<file path="src/sv/stts_pkg.sv">
// shared types and constants of the timer slot table scheduler
`timescale 1ns / 1ps

package stts_pkg;

   // period value of a stopped wake-up clock
   localparam logic [31:0] ALL_ONES = 32'hFFFF_FFFF;

   // result kinds
   localparam logic KIND_FIRED  = 1'b0;
   localparam logic KIND_STATUS = 1'b1;

   // command codes
   typedef enum logic [1:0] {
      CMD_TICK    = 2'd0,
      CMD_START   = 2'd1,
      CMD_STOP    = 2'd2,
      CMD_TIMEOUT = 2'd3
   } cmd_type;

   // verdict of the slot evaluation unit on one slot
   typedef struct packed {
      logic        fired;
      logic        better;
      logic [31:0] cand;
   } eval_type;

endpackage

</file>
<file path="src/sv/stts_ram.sv">
// generic single write, single registered read port memory
`timescale 1ns / 1ps

module stts_ram #(
   parameter int WIDTH = 32,
   parameter int DEPTH = 8
) (
   input  logic                                       clock,
   input  logic                                       wr_en,
   input  logic [(DEPTH > 1 ? $clog2(DEPTH) : 1)-1:0] wr_addr,
   input  logic [WIDTH-1:0]                           wr_data,
   input  logic [(DEPTH > 1 ? $clog2(DEPTH) : 1)-1:0] rd_addr,
   output logic [WIDTH-1:0]                           rd_data
);

   logic [WIDTH-1:0] mem_ff [DEPTH];
   logic [WIDTH-1:0] rd_data_ff;

   // write port and registered read port
   always_ff @(posedge clock) begin
      if (wr_en) begin
         mem_ff[wr_addr] <= wr_data;
      end
      rd_data_ff <= mem_ff[rd_addr];
   end

   assign rd_data = rd_data_ff;

endmodule

</file>
<file path="src/sv/stts_eval.sv">
// shared slot evaluation unit: deadline sum, expiry compare and delay minimum
`timescale 1ns / 1ps

module stts_eval (
   input  logic               clock,
   input  logic               load,
   input  logic [31:0]        update_time,
   input  logic [31:0]        timeout,
   input  logic [31:0]        now,
   input  logic [31:0]        min_delay,
   output stts_pkg::eval_type verdict
);

   logic [32:0] deadline_ff;
   logic [32:0] deadline_in;
   logic [31:0] timeout_ff;
   logic [31:0] timeout_in;
   logic [32:0] remaining;
   logic [32:0] cand;
   logic        fired;

   // first step: 33-bit deadline sum
   always_comb begin
      deadline_in = deadline_ff;
      timeout_in  = timeout_ff;
      if (load) begin
         deadline_in = {1'b0, update_time} + {1'b0, timeout};
         timeout_in  = timeout;
      end
   end

   always_ff @(posedge clock) begin
      deadline_ff <= deadline_in;
      timeout_ff  <= timeout_in;
   end

   // second step: expiry test and candidate delay against the running minimum
   always_comb begin
      fired     = deadline_ff <= {1'b0, now};
      remaining = deadline_ff - {1'b0, now};
      // a restamped slot waits its whole timeout
      cand      = fired ? {1'b0, timeout_ff} : remaining;
      verdict.fired  = fired;
      verdict.better = cand < {1'b0, min_delay};
      verdict.cand   = cand[31:0];
   end

endmodule

</file>
<file path="src/sv/software_timer_table_scheduler.sv">
// top level of the timer slot table scheduler with its command sequencer
//
//  channel | ports                                   | handshake
//  --------+-----------------------------------------+-----------------------------
//  request | req_command req_slot req_timeout_value  | taken when start & !busy
//          | req_auto_reload req_now                 |
//  result  | rsp_kind rsp_fired_slot rsp_next_period | one cycle under rsp_valid
//          | rsp_clock_running rsp_period_changed    |
//          | rsp_last                                |
//  config  | csr_wr_en csr_wr_data                   | written when csr_wr_en
//
// start, stop, set timeout and a tick with callbacks disabled pass through S_EXEC,
// which registers the status item. An enabled tick steps each slot through S_ADD
// and S_EVAL, using the shared evaluation unit and the memory read port, then
// sets the clock in S_FINISH, and in S_EMIT sends the fired items in slot order,
// then the status item.
// Reset is synchronous and clears the slot flags, clock state and register.
// The receiver cannot stall; each result item is shown for exactly one cycle.
`timescale 1ns / 1ps

module software_timer_table_scheduler #(
   parameter int SLOT_COUNT = 8
) (
   input  logic        clock,
   input  logic        reset,
   input  logic        start,
   output logic        busy,
   input  logic [1:0]  req_command,
   input  logic [2:0]  req_slot,
   input  logic [31:0] req_timeout_value,
   input  logic        req_auto_reload,
   input  logic [31:0] req_now,
   output logic        rsp_valid,
   output logic        rsp_kind,
   output logic [2:0]  rsp_fired_slot,
   output logic [31:0] rsp_next_period,
   output logic        rsp_clock_running,
   output logic        rsp_period_changed,
   output logic        rsp_last,
   input  logic        csr_wr_en,
   input  logic        csr_wr_data
);

   localparam int IDX_W = SLOT_COUNT > 1 ? $clog2(SLOT_COUNT) : 1;
   localparam int CNT_W = $clog2(SLOT_COUNT + 1);
   localparam logic [7:0] SLOT_LIMIT = 8'(SLOT_COUNT);
   localparam logic [CNT_W-1:0] CNT_END  = CNT_W'(SLOT_COUNT);
   localparam logic [CNT_W-1:0] CNT_LAST = CNT_W'(SLOT_COUNT - 1);

   typedef enum logic [2:0] {
      S_IDLE,
      S_EXEC,
      S_ADD,
      S_EVAL,
      S_FINISH,
      S_EMIT
   } state_type;

   // sequencer and control registers
   state_type              state_ff, state_in;
   logic [CNT_W-1:0]       cnt_ff, cnt_in;
   logic                   disabled_ff, disabled_in;
   logic [SLOT_COUNT-1:0]  present_ff, present_in;
   logic [SLOT_COUNT-1:0]  pending_ff, pending_in;
   logic [SLOT_COUNT-1:0]  auto_ff, auto_in;
   logic [SLOT_COUNT-1:0]  to_valid_ff, to_valid_in;
   logic [SLOT_COUNT-1:0]  fired_mask_ff, fired_mask_in;
   logic [31:0]            period_ff, period_in;
   logic                   clock_on_ff, clock_on_in;
   logic [31:0]            min_ff, min_in;
   logic                   any_ff, any_in;
   logic                   changed_ff, changed_in;
   logic                   rsp_valid_ff, rsp_valid_in;
   logic                   rsp_kind_ff, rsp_kind_in;
   logic [2:0]             rsp_slot_ff, rsp_slot_in;
   logic                   rsp_changed_ff, rsp_changed_in;
   logic                   rsp_last_ff, rsp_last_in;

   // latched request
   stts_pkg::cmd_type      cmd_ff, cmd_in;
   logic [2:0]             slot_ff, slot_in;
   logic [31:0]            tv_ff, tv_in;
   logic                   ar_ff, ar_in;
   logic [31:0]            now_ff, now_in;

   // datapath signals
   logic [IDX_W-1:0]       rd_addr;
   logic [IDX_W-1:0]       cnt_idx;
   logic [IDX_W-1:0]       slot_idx;
   logic [IDX_W-1:0]       req_idx;
   logic [IDX_W-1:0]       to_idx;
   logic                   slot_ok;
   logic                   req_ok;
   logic [31:0]            rd_ut;
   logic [31:0]            rd_to;
   logic [31:0]            to_eff;
   logic                   ut_we;
   logic [IDX_W-1:0]       ut_waddr;
   logic                   to_we;
   logic                   eval_load;
   stts_pkg::eval_type     verdict;
   logic [31:0]            period_eff;
   logic [31:0]            req_period;
   logic                   prog_en;

   assign cnt_idx  = cnt_ff[IDX_W-1:0];
   assign slot_idx = IDX_W'(slot_ff);
   assign req_idx  = IDX_W'(req_slot);
   assign slot_ok  = {5'b0, slot_ff} < SLOT_LIMIT;
   assign req_ok   = {5'b0, req_slot} < SLOT_LIMIT;

   // timeout entries never written read as one
   assign to_idx = (state_ff == S_EXEC) ? slot_idx : cnt_idx;
   assign to_eff = to_valid_ff[to_idx] ? rd_to : 32'd1;

   // slot memories: update times and timeouts
   stts_ram #(.WIDTH(32), .DEPTH(SLOT_COUNT)) u_ut_ram (
      .clock   (clock),
      .wr_en   (ut_we),
      .wr_addr (ut_waddr),
      .wr_data (now_ff),
      .rd_addr (rd_addr),
      .rd_data (rd_ut)
   );

   stts_ram #(.WIDTH(32), .DEPTH(SLOT_COUNT)) u_to_ram (
      .clock   (clock),
      .wr_en   (to_we),
      .wr_addr (slot_idx),
      .wr_data (tv_ff),
      .rd_addr (rd_addr),
      .rd_data (rd_to)
   );

   stts_eval u_eval (
      .clock       (clock),
      .load        (eval_load),
      .update_time (rd_ut),
      .timeout     (to_eff),
      .now         (now_ff),
      .min_delay   (min_ff),
      .verdict     (verdict)
   );

   // sequencer next state
   always_comb begin
      state_in       = state_ff;
      cnt_in         = cnt_ff;
      disabled_in    = csr_wr_en ? csr_wr_data : disabled_ff;
      present_in     = present_ff;
      pending_in     = pending_ff;
      auto_in        = auto_ff;
      to_valid_in    = to_valid_ff;
      fired_mask_in  = fired_mask_ff;
      period_in      = period_ff;
      clock_on_in    = clock_on_ff;
      min_in         = min_ff;
      any_in         = any_ff;
      changed_in     = changed_ff;
      rsp_valid_in   = 1'b0;
      rsp_kind_in    = rsp_kind_ff;
      rsp_slot_in    = rsp_slot_ff;
      rsp_changed_in = rsp_changed_ff;
      rsp_last_in    = rsp_last_ff;
      cmd_in         = cmd_ff;
      slot_in        = slot_ff;
      tv_in          = tv_ff;
      ar_in          = ar_ff;
      now_in         = now_ff;
      rd_addr        = '0;
      ut_we          = 1'b0;
      ut_waddr       = slot_idx;
      to_we          = 1'b0;
      eval_load      = 1'b0;
      period_eff     = period_ff;
      req_period     = 32'd1;
      prog_en        = 1'b0;

      case (state_ff)
         S_IDLE: begin
            // read the addressed slot, or slot zero for a tick or an out-of-range slot
            if (req_command != stts_pkg::CMD_TICK && req_ok) begin
               rd_addr = req_idx;
            end
            if (start) begin
               cmd_in = stts_pkg::cmd_type'(req_command);
               slot_in = req_slot;
               tv_in = req_timeout_value;
               ar_in = req_auto_reload;
               now_in = req_now;
               cnt_in = '0;
               min_in = stts_pkg::ALL_ONES;
               any_in = 1'b0;
               fired_mask_in = '0;
               if (req_command == stts_pkg::CMD_TICK && !disabled_ff) begin
                  state_in = S_ADD;
               end else begin
                  state_in = S_EXEC;
               end
            end
         end

         S_EXEC: begin
            changed_in = 1'b0;
            if (cmd_ff != stts_pkg::CMD_TICK && slot_ok) begin
               case (cmd_ff)
                  stts_pkg::CMD_START: begin
                     auto_in[slot_idx] = ar_ff;
                     pending_in[slot_idx] = 1'b0;
                     ut_we = 1'b1;
                     if (!present_ff[slot_idx]) begin
                        // first slot of an empty table starts from a stopped period
                        if (present_ff == '0) begin
                           period_eff = stts_pkg::ALL_ONES;
                        end
                        period_in = period_eff;
                        present_in[slot_idx] = 1'b1;
                        prog_en = to_eff < period_eff;
                        req_period = (to_eff == 32'd0) ? 32'd1 : to_eff;
                     end
                  end
                  stts_pkg::CMD_STOP: begin
                     if (present_ff[slot_idx]) begin
                        pending_in[slot_idx] = 1'b1;
                     end
                  end
                  stts_pkg::CMD_TIMEOUT: begin
                     to_we = 1'b1;
                     to_valid_in[slot_idx] = 1'b1;
                     prog_en = present_ff[slot_idx] && !pending_ff[slot_idx] &&
                               (tv_ff < period_ff);
                     req_period = (tv_ff == 32'd0) ? 32'd1 : tv_ff;
                  end
                  default: begin
                  end
               endcase
               // reprogram the clock when the period really moves
               if (prog_en && req_period != period_eff) begin
                  period_in   = req_period;
                  clock_on_in = 1'b1;
                  changed_in  = 1'b1;
               end
            end
            rsp_valid_in   = 1'b1;
            rsp_kind_in    = stts_pkg::KIND_STATUS;
            rsp_slot_in    = 3'd0;
            rsp_changed_in = changed_in;
            rsp_last_in    = 1'b1;
            state_in       = S_IDLE;
         end

         S_ADD: begin
            // deadline sum of the slot just read
            eval_load = 1'b1;
         end

         S_EVAL: begin
            if (cnt_ff != CNT_LAST) begin
               rd_addr = IDX_W'(cnt_ff + 1'b1);
            end
            if (present_ff[cnt_idx]) begin
               if (pending_ff[cnt_idx]) begin
                  // stopped earlier: free it
                  present_in[cnt_idx] = 1'b0;
                  pending_in[cnt_idx] = 1'b0;
               end else if (verdict.fired) begin
                  fired_mask_in[cnt_idx] = 1'b1;
                  ut_we = 1'b1;
                  ut_waddr = cnt_idx;
                  if (!auto_ff[cnt_idx]) begin
                     // one-shot retires in the same tick
                     present_in[cnt_idx] = 1'b0;
                  end else begin
                     any_in = 1'b1;
                     if (verdict.better) begin
                        min_in = verdict.cand;
                     end
                  end
               end else begin
                  any_in = 1'b1;
                  if (verdict.better) begin
                     min_in = verdict.cand;
                  end
               end
            end
            cnt_in = cnt_ff + 1'b1;
         end

         S_FINISH: begin
            if (!any_ff) begin
               // empty table stops the clock
               changed_in  = clock_on_ff || (period_ff != stts_pkg::ALL_ONES);
               clock_on_in = 1'b0;
               period_in   = stts_pkg::ALL_ONES;
            end else begin
               req_period = (min_ff == 32'd0) ? 32'd1 : min_ff;
               changed_in = req_period != period_ff;
               if (req_period != period_ff) begin
                  period_in   = req_period;
                  clock_on_in = 1'b1;
               end
            end
            cnt_in   = '0;
            state_in = S_EMIT;
         end

         S_EMIT: begin
            if (cnt_ff == CNT_END) begin
               rsp_valid_in   = 1'b1;
               rsp_kind_in    = stts_pkg::KIND_STATUS;
               rsp_slot_in    = 3'd0;
               rsp_changed_in = changed_ff;
               rsp_last_in    = 1'b1;
               state_in       = S_IDLE;
            end else begin
               // fired items in slot order
               rsp_valid_in   = fired_mask_ff[cnt_idx];
               rsp_kind_in    = stts_pkg::KIND_FIRED;
               rsp_slot_in    = 3'(cnt_idx);
               rsp_changed_in = 1'b0;
               rsp_last_in    = 1'b0;
               cnt_in         = cnt_ff + 1'b1;
            end
         end

         default: begin
            state_in = S_IDLE;
         end
      endcase

      // loop between the two evaluation steps
      if (state_ff == S_ADD) begin
         state_in = S_EVAL;
      end else if (state_ff == S_EVAL) begin
         state_in = (cnt_ff == CNT_LAST) ? S_FINISH : S_ADD;
      end
   end

   // state and registered outputs
   always_ff @(posedge clock) begin
      if (reset) begin
         state_ff     <= S_IDLE;
         cnt_ff       <= '0;
         disabled_ff  <= 1'b0;
         present_ff   <= '0;
         pending_ff   <= '0;
         auto_ff      <= '0;
         to_valid_ff  <= '0;
         period_ff    <= stts_pkg::ALL_ONES;
         clock_on_ff  <= 1'b0;
         rsp_valid_ff <= 1'b0;
      end else begin
         state_ff     <= state_in;
         cnt_ff       <= cnt_in;
         disabled_ff  <= disabled_in;
         present_ff   <= present_in;
         pending_ff   <= pending_in;
         auto_ff      <= auto_in;
         to_valid_ff  <= to_valid_in;
         period_ff    <= period_in;
         clock_on_ff  <= clock_on_in;
         rsp_valid_ff <= rsp_valid_in;
      end
      fired_mask_ff  <= fired_mask_in;
      min_ff         <= min_in;
      any_ff         <= any_in;
      changed_ff     <= changed_in;
      rsp_kind_ff    <= rsp_kind_in;
      rsp_slot_ff    <= rsp_slot_in;
      rsp_changed_ff <= rsp_changed_in;
      rsp_last_ff    <= rsp_last_in;
      cmd_ff         <= cmd_in;
      slot_ff        <= slot_in;
      tv_ff          <= tv_in;
      ar_ff          <= ar_in;
      now_ff         <= now_in;
   end

   // ports
   assign busy               = state_ff != S_IDLE;
   assign rsp_valid          = rsp_valid_ff;
   assign rsp_kind           = rsp_kind_ff;
   assign rsp_fired_slot     = rsp_slot_ff;
   assign rsp_next_period    = period_ff;
   assign rsp_clock_running  = clock_on_ff;
   assign rsp_period_changed = rsp_changed_ff;
   assign rsp_last           = rsp_last_ff;

   // a fired item is only ever sent while a tick is still in progress
   assert property (@(posedge clock) disable iff (reset)
      (rsp_valid && !busy) |-> rsp_last)
      else $error("result outside a tick is not the final item");

   // a stopped clock always carries the all-ones period
   assert property (@(posedge clock) disable iff (reset)
      !clock_on_ff |-> (period_ff == stts_pkg::ALL_ONES))
      else $error("clock stopped with a programmed period");

   // the programmed period is never zero
   assert property (@(posedge clock) disable iff (reset)
      period_ff != 32'd0)
      else $error("zero clock period");

   // the final item of one request is never followed at once by another result
   assert property (@(posedge clock) disable iff (reset)
      (rsp_valid && rsp_last) |=> !rsp_valid)
      else $error("result directly after a final item");

endmodule

</file>
<file path="config.mk">
export PLATFORM = sky130hd
export DESIGN_NAME = software_timer_table_scheduler
export DESIGN_NICKNAME = d
export VERILOG_FILES = /design/src/sv/stts_pkg.sv /design/src/sv/stts_ram.sv /design/src/sv/stts_eval.sv /design/src/sv/software_timer_table_scheduler.sv
export SDC_FILE = /design/constraint.sdc
export NUM_CORES = 2
export LEC_CHECK = 0
export ABC_AREA = 1
export ABC_CLOCK_PERIOD_IN_PS = 7800
export BUFFER_PORTS_ARGS = -buffer_cell sky130_fd_sc_hd__clkbuf_2
export CAP_MARGIN = 10
export CORE_ASPECT_RATIO = 1.75
export CORE_MARGIN = 10
export CORE_UTILIZATION = 46
export DETAILED_ROUTE_END_ITERATION = 10
export HOLD_SLACK_MARGIN = 0.05
export PLACE_DENSITY = 0.7
export SYNTH_ARGS = -nofsm -noshare
export SYNTH_HDL_FRONTEND = slang
export SYNTH_SLANG_ARGS = --single-unit
</file>
<file path="constraint.sdc">
create_clock -name clock -period 7.8 [get_ports clock]
set_input_delay 0.39 -clock clock [delete_from_list [all_inputs] [get_ports clock]]
set_output_delay 0.39 -clock clock [all_outputs]
set_load 0.02 [all_outputs]
</file>
# --- Word-level counts from Yosys, hierarchy flattened ---
# Memory sizes are Yosys's and may differ from the RTL's. A register that Yosys moved wholly into a read port is not among the register bits.
# Index checks and enable logic that the tools add are counted.
# Widths: inputs -> output; s select.
totals:
  reg_bits: 256
  latchBits: 0
  ram_bits: 512
  romBits: 0
  out_inout_bits: 41
  word_cells: 245
  n_memories: 2
memory_table:
  columns: ["memory", "depth", "width", "read_ports", "rd_ports_with_merged_regs", "write_ports", "line_no", "rtl"]
  rows:
  - ["u_to_ram.mem_ff", 8, 32, 1, 1, 1, "stts_ram.sv:16", "logic [WIDTH-1:0] mem_ff [DEPTH];"]
  - ["u_ut_ram.mem_ff", 8, 32, 1, 1, 1, "stts_ram.sv:16", null]
classes:
  add_sub_neg: 3
  multipliers: 0
  div: 0
  order_cmp: 9
  n_eq_ne: 34
  shifts: 0
  muxes: 127
  bitwise: 9
  reduce_logical: 36
ops:
  columns: ["op", "n"]
  rows:
  - ["$mux 32", 26]
  - ["$pmux 32 s2", 3]
  - ["$mux 8", 15]
  - ["$logic_not 32->1", 3]
  - ["$lt 32x32->1", 2]
  - ["$ne 32x32->1", 2]
  - ["$pmux 8 s2", 4]
  - ["$mux 1", 40]
  - ["$mux 3", 12]
  - ["$add 32x32->33", 1]
  - ["$le 33x32->1", 1]
  - ["$lt 33x32->1", 1]
  - ["$mux 33", 1]
  - ["$sub 33x32->33", 1]
  - ["$ne 32x32->1 const B", 1]
  - ["$or 8x8->8", 4]
  - ["$and 8x8->8", 3]
  - ["$bmux 1 s3", 7]
  - ["$ne 3x3->1 const B", 6]
  - ["$not 8->8", 2]
  - ["$pmux 1 s2", 8]
  - ["$pmux 4 s4", 1]
  - ["$lt 3x4->1 const B", 3]
  - ["$ne 2x2->1 const B", 6]
  - ["36 further kinds", 65]

# --- Depth between registers and ports, before layout ---
depth:
  word_depth: 16
  ltp_mapped: 30

# --- Hierarchy ---
# Synthesis repeated with hierarchy kept, for this count alone.
hier_totals:
  cells_unflattened: 4924
  area_unflattened_um2: 43215.2
modules_own_cells:
  columns: ["mod", "n_inst", "cells_each", "area_per_inst_um2", "seq_area_each_um2"]
  rows:
  - ["stts_ram", 2, 1156, 11872.6, 8328.0]
  - ["software_timer_table_scheduler", 1, 1663, 12413.2, 4994.8]
  - ["stts_eval", 1, 949, 7056.8, 1951.9]

# --- Least setup slack after synthesis ---
# No wires, ideal clock.
synth_timing:
  kind: "reg-to-reg"
  startpoint: "register now_ff[12]"
  endpoint: "register any_ff, enable pin"
  setup_time_ns: 0.601
  arrival_ns: 7.206
  required_ns: 7.199
  slack_ns: -0.007
  stages_incl_launch_ff: 15
  path_buffers: 1
  synth_period_minus_slack_ns: 7.807
  path_cell_list: "edfxtp_1 > inv_1 > ha_1 > inv_1 > o21ai_0 > o21bai_1 > a21oi_1 > o21ai_0 > o21ai_0 > nand3_1 > nand2_1 > inv_1 > clkbuf_1 > nor3_1 > a2111oi_0"
synth_between:
  elab_chain_cells: 3
synth_lines:
  columns: ["item", "line_no", "rtl"]
  rows:
  - ["from (decl)", "software_timer_table_scheduler.sv:84", "logic [31:0] now_ff, now_in;"]
  - ["from (signal assigned)", "software_timer_table_scheduler.sv:376", "now_ff <= now_in;"]
  - ["$le 33x32->1", "stts_eval.sv:39", "fired = deadline_ff <= {1'b0, now};"]
  - ["$ne 3x3->1 (no line)", null, null]
  - ["$reduce_and 5->1 (no line)", null, null]
  - ["to (signal assigned)", "software_timer_table_scheduler.sv:366", "any_ff <= any_in;"]
  - ["to (decl)", "software_timer_table_scheduler.sv:71", "logic any_ff, any_in;"]
# No other way between the ends.
# A chain may end at the register's enable or synchronous reset.

# --- Final worst setup path ---
layout_timing:
  startpoint: "register now_ff[8]"
  endpoint: "register min_ff[29], data pin"
layout_between:
  elab_chain_cells: 9
  word_cells_on_any_way: 10
layout_lines:
  columns: ["item", "line_no", "rtl"]
  rows:
  - ["$sub 33x32->33 / $le 33x32->1 (equally long branches)", "stts_eval.sv:40, stts_eval.sv:39", null]
  - ["$mux 33", "stts_eval.sv:42", "cand = fired ? {1'b0, timeout_ff} : remaining;"]
  - ["$lt 33x32->1", null, null]
  - ["$mux 32", "software_timer_table_scheduler.sv:275, software_timer_table_scheduler.sv:281", null]
  - ["$mux 32", "software_timer_table_scheduler.sv:270", "if (!auto_ff[cnt_idx]) begin"]
  - ["$mux 32 *", "software_timer_table_scheduler.sv:266", "end else if (verdict.fired) begin"]
  - ["$mux 32 *", "software_timer_table_scheduler.sv:262", "if (pending_ff[cnt_idx]) begin"]
  - ["$mux 32 *", "software_timer_table_scheduler.sv:261", "if (present_ff[cnt_idx]) begin"]
  - ["$pmux 32 s2 *", "software_timer_table_scheduler.sv:179", "case (state_ff)"]
  - ["to (signal assigned)", "software_timer_table_scheduler.sv:365", "min_ff <= min_in;"]
  - ["to (decl)", "software_timer_table_scheduler.sv:70", "logic [31:0] min_ff, min_in;"]
# Mark *: on every way between the ends. The rest lies on a longest branch, timed or not. The select of a mux whose other input is x is not followed.

==> results.json <==
{
  "outcome": "complete, no violations",
  "slowest_delay_ns": 0.73,
  "setup_tns_ns": 0,
  "die-area_mm2": 0.0987,
  "yosys_warnings": 0,
  "die_w_um": 242,
  "final_cells": 5287,
  "clk_pin_slew_ns": 0.06,
  "clkSinkCount": 832,
  "dpl_cell_area_mm2": 0.0415,
  "required_ns": 8.17,
  "powerDensity_mw_per_mm2": 256,
  "drive_above_1_share_pct": 8.20,
  "drtPass1Iterations": 5,
  "ant_nets": 0,
  "cts_tree": "done",
  "netlist.top_cell.by_area": "edfxtp_1",
  "clk_path_buf_depth": 3,
  "worstSetupEndpointType": "register",
  "grt_max_degree": 173,
  "layout_common_cells": "edfxtp_1 (694), nor2_1 (536), nand2_1 (497)",
  "cp_common_cell": "nand2_1",
  "crit_family": "simple AND/OR/NAND/NOR gates",
  "wl_per_cell_um": 24.9,
  "mappedNetlistArea_mm2": 0.0396,
  "slew_headroom_pct": 19.0,
  "initial_core_util_pct": 46.3,
  "synth-adder-area-share_pct": 5.12,
  "fin_worst_skew_ns": 0.0391,
  "track_usage_pct": 26.0,
  "setup_violations": 0,
  "timing.rr.start": "now_ff[8]",
  "r2r-end": "min_ff[29]",
  "cap_violations": 0,
  "postCtsSetupBuffers": 0,
  "fmax_mhz": 157,
  "grt_pass1_vias": 29844,
  "final_max_slew_viol_count": 0,
  "ios": 116,
  "ys_seq_elements": 832,
  "ctsHoldBuffers": 72,
  "stdcell_area_mm2": 0.0447,
  "p_total_mw": 11.5,
  "p_leak_nw": 17.4,
  "synthCells": 3929,
  "ys_seq_area_share_pct": 59.6,
  "clock-root-buffer": "clkbuf_16",
  "synthSimpleGateAreaFrac_pct": 14.7,
  "p_sw_mw": 3.56,
  "critPathSlowestCell": "nand2_1",
  "synth_edf_count": 694,
  "fin_crit_sh_pct": 81.5,
  "synth_compound_area_share_pct": 13.8,
  "synth_top_family_by_area": "simple AND/OR/NAND/NOR gates",
  "crit_type": "register to register",
  "synthFlopType": "edfxtp_1",
  "period_needed_ns": 6.36,
  "r2r_setup_slack_ns": 1.44,
  "vias": 30763,
  "layout_commonest_cell": "edfxtp_1",
  "path_max_fanout": 33,
  "min_from": "reset",
  "worst-path-buf-inv": 3,
  "seq_power_share_pct": 46.7,
  "synth_fp_nets": 4165,
  "whs_path_depth": 3,
  "grt_antenna_before_repair": 5,
  "placed_cells": 5075,
  "antenna_cells": 0,
  "rsz0062_at_grt": "no",
  "critical_path_arrival_ns": 6.73,
  "swShare_pct": 31.1,
  "yosys.area.top_type_share_pct": 52.6,
  "utilization_pct": 52.2,
  "clockPowerShare_pct": 33.0,
  "r2r_cells": 22,
  "finalHoldViolCount": 0,
  "postCtsResizedCells": 0,
  "overflow": 0,
  "grt_first_pass_wirelength_um": 193000,
  "drc_errors": 0,
  "syn_to_final_growth_pct": 12.8,
  "synth.area.mux_share_pct": 0,
  "io_buffers": 115,
  "hpwl_um": 90200,
  "worst_setup_path_start_kind": "register",
  "htreeDepth": 3,
  "hold_end": "state_ff[2]",
  "p_int_mw": 7.90,
  "p_comb_share_pct": 20.4,
  "syn_area_per_cell_um2": 10.1,
  "fp.dieH_um": 408,
  "tightest_slew_ns": 1.21,
  "ys_types": 58,
  "async_flop_share_pct": 0,
  "synth_xor_area_share_pct": 1.66,
  "postRouteWirelength_um": 132000,
  "drt_iter0_markers": 2606,
  "netlist_top_cells_area": "edfxtp_1 (53%), dfxtp_1 (7.0%), o21ai_0 (5.6%)",
  "core_region_area_mm2": 0.0856,
  "cts_buffers": 76,
  "clock_latency_ns": 0.68,
  "crit_path_cell_trace": "inv_1, ha_1, a21oi_1, a21boi_0, a21oi_1, o21ai_0, nand3_1, nand2_1, inv_1, nand2_1, nand2_1, ha_1, a21oi_1, o21a_1, o221ai_1, a221oi_1, nor2_1, nor2_1, buf_4, nand2_1, nand2_1, nand3_1",
  "via_per_inst": 5.82,
  "hold_path_class": "input port to register",
  "ir_drop_uv": 194,
  "globalplace.congestion": 1.04,
  "nNetsFinal": 4311,
  "num_rows": 142
}
==> final cells by class <==
cell class	instances	area (um2)
clock inverters	32	382
flip-flops and latches	832	23600
fillers	7704	40900
well taps	1152	1440
multi-input cells	2568	14100
repair buffers	238	1700
clock buffers	106	2090
inverters	359	1350
==> logic make-up (layout without fill, tap and decap cells) <==
group	count (synthesis)	after routing
compound gates	938	938
xor+xnor	75	75
fa+ha+maj	161	161
buf+inv	529	735
flops	832	832
simple gates	1394	1394
==> metrics by stage <==
step	hold slack, ns	setup slack [ns]
2_1_floorplan	0.430	1.61
3_3_place_gp	0.438	1.70
3_5_place_dp	0.444	1.63
4_1_cts	0.205	1.56
5_1_grt	0.245	1.01
6_report	0.236	1.44
==> synthesized netlist by cell type, types with 8 or more instances <==
master    number
edfxtp_1     694
nor2_1       553
nand2_1      498
o21ai_0      442
inv_1        347
nand3_1      223
ha_1         159
a21oi_1      147
clkbuf_1     144
dfxtp_1      138
o22ai_1       82
a31oi_1       73
o21bai_1      71
xor2_1        47
nand4_1       38
nor3_1        30
xnor2_1       28
nor4_1        20
a211oi_1      19
o21a_1        14
buf_2         11
o211ai_1      11
a221oi_1       9
inv_2          9
nand3b_1       9
o21ai_1        9
a311oi_1       8
nor2_2         8
==> worst reg2reg max path, cell delays in order, from the launching register on <==
cell      delay, ns
edfxtp_1       0.50
inv_1          0.10
ha_1           0.38
a21oi_1        0.15
a21boi_0       0.50
a21oi_1        0.16
o21ai_0        0.18
nand3_1        0.08
nand2_1        0.62
inv_1          0.58
nand2_1        0.17
nand2_1        0.09
ha_1           0.19
a21oi_1        0.15
o21a_1         0.13
o221ai_1       0.13
a221oi_1       0.33
nor2_1         0.10
nor2_1         0.11
buf_4          0.32
nand2_1        0.73
nand2_1        0.27
nand3_1        0.09
==> sequential cells by signal, summed over array words and instances, names as in the netlist, 4 cells and up, named ones only <==
| name | cells |
|---|---|
| to_valid_ff | 8 |
| u_ut_ram.mem_ff | 256 |
| u_ut_ram.rd_data | 32 |
| u_eval.timeout_ff | 32 |
| u_to_ram.rd_data | 32 |
| auto_ff | 8 |
| min_ff | 32 |
| tv_ff | 32 |
| cnt_ff | 4 |
| fired_mask_ff | 8 |
| u_to_ram.mem_ff | 256 |
| u_eval.deadline_ff | 33 |
| rsp_next_period | 32 |
| present_ff | 8 |
| now_ff | 32 |
==> worst max-delay path by stage <==
stage / startpoint / to / slack, ns / cells past startpoint
final: now_ff[8] / min_ff[29] / 1.44 / 22
after global routing: now_ff[6] / min_ff[29] / 1.01 / 22
after CTS: now_ff[8] / min_ff[29] / 1.56 / 22
after detailed placement: now_ff[8] / min_ff[6] / 1.63 / 22
after global placement: now_ff[7] / min_ff[0] / 1.70 / 23
after floorplan: now_ff[12] / any_ff / 1.61 / 14
==> power groups by stage <==
stage	registers (mW)	logic [mW]	clock network, mW
floorplan	5.33	1.50	0
global placement	5.43	2.23	0
detailed placement	5.43	2.25	0
CTS	5.34	2.29	3.82
global route	5.35	2.55	4.01
finish	5.35	2.33	3.78
==> per-layer routing <==
metal,vias to the layer above,track usage [%],part of all wire (%)
met5,-,0,0.035
met1,14871,28.6,35
met3,399,5.12,7.3
met4,6,18.8,8.1
met2,1316,44.4,49
li1,14171,-,-
Power figures use the tool's default switching activity.
